## src/hdl/omga_pkg.sv

```systemverilog
// shared constants, types and helpers for the onemax generation step block
// no dependencies

package omga_pkg;

   // defaults for the top level parameters
   localparam int GENE_COUNT_DEF = 10;
   localparam int POP_SIZE_DEF   = 1024;

   // widest genome supported and the width of its ones count
   localparam int MAX_GENES = 64;
   localparam int CNT_W     = 7;

   // fixed widths of the request and response fields
   localparam int INDEX_W = 10;
   localparam int FIT_OUT_W = 4;
   localparam int POINT_W = 4;
   localparam int GEN_W   = 16;

   // request command codes
   localparam logic CMD_LOAD       = 1'b0;
   localparam logic CMD_GENERATION = 1'b1;

   // read address select codes
   localparam logic [1:0] RD_SCAN   = 2'd0;
   localparam logic [1:0] RD_BEST   = 2'd1;
   localparam logic [1:0] RD_SECOND = 2'd2;

   typedef struct packed {
      logic       capture;      // latch request fields, restart scan
      logic       scan_issue;   // read next member of the scan
      logic [1:0] rd_sel;       // memory read address select
      logic       grab_a;       // latch the fittest parent
      logic       grab_b;       // latch the second parent
      logic       mix;          // crossover and mutation into child registers
      logic       load_we;      // write the loaded genome
      logic       insert_we;    // write the chosen child, send result
      logic       respond_load; // send result of a load beat
   } dp_cmd_type;

   typedef struct packed {
      logic scan_last;          // scan address is the last member
   } dp_status_type;

   function automatic logic [CNT_W-1:0] ones_count(input logic [MAX_GENES-1:0] g);
      logic [CNT_W-1:0] c;
      c = '0;
      for (int i = 0; i < MAX_GENES; i++) begin
         c = c + CNT_W'(g[i]);
      end
      return c;
   endfunction

endpackage

```

## src/hdl/omga_ctrl.sv

```systemverilog
// sequencer for the onemax generation step: load write, population scan,
// parent fetch, mixing and insert; depends on omga_pkg

module omga_ctrl (
   input  logic                   clock,
   input  logic                   reset,
   input  logic                   start,
   input  logic                   req_command,
   input  omga_pkg::dp_status_type status,
   output omga_pkg::dp_cmd_type    cmd,
   output logic                   busy
);
   import omga_pkg::*;

   localparam logic [3:0] S_IDLE  = 4'd0;
   localparam logic [3:0] S_LOAD  = 4'd1;
   localparam logic [3:0] S_SCAN  = 4'd2;
   localparam logic [3:0] S_DRAIN = 4'd3;
   localparam logic [3:0] S_RDA   = 4'd4;
   localparam logic [3:0] S_RDB   = 4'd5;
   localparam logic [3:0] S_GRB   = 4'd6;
   localparam logic [3:0] S_MIX   = 4'd7;
   localparam logic [3:0] S_INS   = 4'd8;

   logic [3:0] state_ff;
   logic [3:0] state_in;

   always_comb begin
      state_in = state_ff;
      cmd      = '0;
      cmd.rd_sel = RD_SCAN;
      unique case (state_ff)
         S_IDLE: begin
            if (start) begin
               cmd.capture = 1'b1;
               state_in = (req_command == CMD_GENERATION) ? S_SCAN : S_LOAD;
            end
         end
         S_LOAD: begin
            cmd.load_we      = 1'b1;
            cmd.respond_load = 1'b1;
            state_in         = S_IDLE;
         end
         S_SCAN: begin
            cmd.scan_issue = 1'b1;
            if (status.scan_last) state_in = S_DRAIN;
         end
         // last read member updates the trackers here
         S_DRAIN: state_in = S_RDA;
         S_RDA: begin
            cmd.rd_sel = RD_BEST;
            state_in   = S_RDB;
         end
         S_RDB: begin
            cmd.rd_sel = RD_SECOND;
            cmd.grab_a = 1'b1;
            state_in   = S_GRB;
         end
         S_GRB: begin
            cmd.grab_b = 1'b1;
            state_in   = S_MIX;
         end
         S_MIX: begin
            cmd.mix  = 1'b1;
            state_in = S_INS;
         end
         S_INS: begin
            cmd.insert_we = 1'b1;
            state_in      = S_IDLE;
         end
         default: state_in = S_IDLE;
      endcase
   end

   always_ff @(posedge clock) begin
      if (reset) begin
         state_ff <= S_IDLE;
      end else begin
         state_ff <= state_in;
      end
   end

   assign busy = (state_ff != S_IDLE);

endmodule

```

## config.mk

```make
export PLATFORM = sky130hd
export DESIGN_NAME = omga_ctrl
export DESIGN_NICKNAME = d
export VERILOG_FILES = /design/src/hdl/omga_pkg.sv /design/src/hdl/omga_ctrl.sv
export SDC_FILE = /design/constraint.sdc
export NUM_CORES = 1
export LEC_CHECK = 0
export BUFFER_PORTS_ARGS = -buffer_cell sky130_fd_sc_hd__buf_2
export CAP_MARGIN = 20
export CELL_PAD_IN_SITES_DETAIL_PLACEMENT = 2
export CELL_PAD_IN_SITES_GLOBAL_PLACEMENT = 2
export CORE_AREA = 3 3 43 45
export CTS_CLUSTER_DIAMETER = 50
export DETAILED_ROUTE_END_ITERATION = 10
export DIE_AREA = 0 0 46 48
export PLACE_DENSITY_LB_ADDON = 0.08
export SYNTH_ARGS = -nofsm -noshare
export SYNTH_HDL_FRONTEND = slang
export SYNTH_SLANG_ARGS = --single-unit
```

## constraint.sdc

```tcl
create_clock -name clock -period 1.5 [get_ports clock]
set_clock_uncertainty 0.15 [all_clocks]
set_input_delay 0.3 -clock clock [delete_from_list [all_inputs] [get_ports clock]]
set_output_delay 0.3 -clock clock [all_outputs]
set_load 0.01 [all_outputs]
```

==> results.md <==
- Syn Std Cell Area: 322.8 um^2
- Area enclosed by the die boundary: 2208 um^2
- TritonCTS Buffers: 3
- CTS Hold Buffers Added: 0
- Synth cell types: 20
- Number of global-route vias before repair: 419
- Core outline area: 1506 um^2
- Per-instance average area after synthesis: 8.277 um^2
- Registers with the most flip-flops: state_ff x4
- Count of flip-flops with a built-in enable after synthesis: 0
- Setup TNS Final: -91.60 ps
- Overflow left after global routing: 0
- Count of endpoints failing setup in the final report: 8
- Violations in the final reports: negative setup slack
- Final wirelength: 1203 um
- Placer Congestion: 0.6816
- Worst setup path start: state_ff[3]
- Number of violations of the max-capacitance limit: 0
- DR vias/cell: 4.840
- Type of destination of the critical path: primary output
- WS Path Type: reg2out
- Total power density per cell area: 797.9 nW/um^2
- Req. time, crit path: 1050 ps
- Synthesized instance count: 39
- Ratio of cells with drive above 1 in the final layout: 0.7385
- Detailed-route via count: 392
- Worst min-delay path startpoint: reset
- Clock-pin slew reported for the worst setup and hold paths after clock tree synthesis: 40 ps
- Run status: finished with violations
- Sinks on the clock net: 4
- Leakage dissipation: 0.2719 nW
- Final WS setup: -27.26 ps
- Count of input and output buffers: 15
- Slew at the pin with the worst max-slew slack: 345.8 ps
- Global-route usage over all layers: 0.1312
- Largest Register: state_ff
- Pin count of the biggest net entering global routing: 10
- Total number of nets in the final design: 72
- Crit path launch type: flip-flop
- TritonCTS clock tree: done
- Worst ir drop on vdd: 333.1 uV
- 1st-pass router iterations: 1
- Starting utilization of the core area: 0.2143
- Warnings from Yosys: 0
- Fin. max-slew vios: 0
- Post-route fraction of the period consumed by the critical path: 1.018
- Placed wire-length estimate after detailed placement: 869.1 um
- X dimension of the die: 46 um
- Number of nets with antenna violations after detailed routing: 0
- Async set-reset flop share out of synthesis: 0
- Number of endpoints with negative hold slack in the final report: 0
- Antenna diode count: 0
- DR iter-0 viols: 0
- Arrival time of the worst setup path: 1080 ps
- Post-route standard cell area excluding fillers: 591.8 um^2
- FP Rows: 14
- Initial antenna violation count: 0
- Cell chosen for the clock root: sky130_fd_sc_hd__clkbuf_4
- Level count of the clock H-tree: 1
- Clock tree buffer depth: 2
- Placement Cell Area: 430.4 um^2
- Worst skew pair latency: 240 ps
- Critical path fanouts, max: 5
- Area growth, synth to finish: 83.33%
- Achievable frequency: 0.6548 GHz
- Main synth FF type: sky130_fd_sc_hd__dfxtp_1
- Final min period: 1527 ps
- Setup repair after global routing missed its margin: yes
- Part of the Yosys area used for sequential elements: 0.2481
- Path category of the worst min-delay check: in2reg
- Total nets after synthesis: 44
- Chip Height: 48 um
- Relative max-transition margin: 0.7674
- Top-Level Pins: 16
- Wire length of the first global-routing pass: 1918 um
- DRC: 0
- RR Startpoint: state_ff[0]
- Flip-flop and latch count after synthesis: 4
- Routed wire per std cell: 14.85 um
- Number of flip-flops in the largest register: 4
path summary, 6_finish.rpt:
kind,depth (start not counted),end,slack (ps)
worst max-delay path,4,cmd[4],-30
worst max register to register,4,state_ff[0],30
worst min-delay path,2,state_ff[2],140
worst min register to register,2,state_ff[2],430
synth_stat cells, types with 2 or more instances:
cell type / count / share of area
sky130_fd_sc_hd__and3_1: 2 / 0.039
sky130_fd_sc_hd__buf_4: 3 / 0.070
sky130_fd_sc_hd__buf_6: 2 / 0.070
sky130_fd_sc_hd__dfxtp_1: 4 / 0.25
sky130_fd_sc_hd__nand2_1: 3 / 0.035
sky130_fd_sc_hd__nand2b_1: 2 / 0.039
sky130_fd_sc_hd__nor2_1: 5 / 0.058
sky130_fd_sc_hd__nor3_1: 5 / 0.078
sky130_fd_sc_hd__nor3_2: 2 / 0.062
what timing repair did:
| action | CTS | global route |
|---|---|---|
| gates resized for setup | 18 | 6 |
| endpoints found under the setup margin | 11 | 13 |
| pin swaps | 2 | 1 |
| setup buffers | 4 | 2 |
per-layer routing:
layer | share of wire | GRT usage | wire length, um | up-vias
li1 | - | - | - | 188
met1 | 0.42 | 0.1335 | 502 | 186
met2 | 0.51 | 0.2253 | 609 | 14
met3 | 0.058 | 0.06015 | 70 | 4
met4 | 0.017 | 0.06818 | 21 | 0
met5 | 0 | 0 | 0 | -
logic make-up (layout without fill, tap and decap cells):
family	Yosys count	in the layout	synth area share
AO/OA/AOI/OAI	3	3	0.06202
AND/OR/NAND/NOR	25	25	0.5116
XOR/XNOR	1	1	0.02714
flip-flops	4	4	0.2481
buffers and inverters	6	32	0.1511
where the power goes:
group | internal, mW | total, mW | switching [mW]
registers | 0.114 | 0.141 | 0.0266
logic | 0.106 | 0.192 | 0.0861
clock network | 0.0898 | 0.139 | 0.0492
total | 0.310 | 0.472 | 0.162
stage by stage:
stage	hold WS [ps]	power, mW	util	setup WS [ps]	std cells
floorplan	226.6	0.2256	-	103.5	39
global placement	386.6	0.2769	0.2857	62.92	72
detailed placement	401.5	0.2825	0.2857	22.71	72
CTS	141.8	0.4649	0.3630	-42.73	79
global route	134.1	0.5203	0.3929	-99.72	81
finish	140.2	0.4722	0.3929	-27.26	81
cell usage in the layout, fill, tap and decap left out, types with 2 or more instances in the layout:
cell / synthesis / layout
sky130_fd_sc_hd__nor3_2: 2 / 2
sky130_fd_sc_hd__clkbuf_4: 0 / 3
sky130_fd_sc_hd__buf_2: 0 / 15
sky130_fd_sc_hd__buf_6: 2 / 4
sky130_fd_sc_hd__nor2_1: 5 / 3
sky130_fd_sc_hd__and3_1: 2 / 2
sky130_fd_sc_hd__nor3_1: 5 / 2
sky130_fd_sc_hd__buf_4: 3 / 9
sky130_fd_sc_hd__nand2_1: 3 / 2
sky130_fd_sc_hd__nor4b_4: 1 / 2
sky130_fd_sc_hd__nor3_4: 0 / 3
sky130_fd_sc_hd__dfxtp_4: 0 / 4
layout make-up:
class,instances,area [um^2]
Tap cell,16,20.02
Fill cell,177,914.6
Multi-Input combinational cell,29,262.8
Sequential cell,4,95.09
Timing Repair Buffer,28,187.7
Inverter,1,3.754
Clock buffer,3,22.52
worst max-delay path, cell delays in order, from the launching register on:
cell,delay [ps]
sky130_fd_sc_hd__dfxtp_4,360
sky130_fd_sc_hd__nand2b_4,160
sky130_fd_sc_hd__buf_6,120
sky130_fd_sc_hd__nor2_1,70
sky130_fd_sc_hd__buf_2,130
Note: power is estimated with default switching activity, not from simulation.
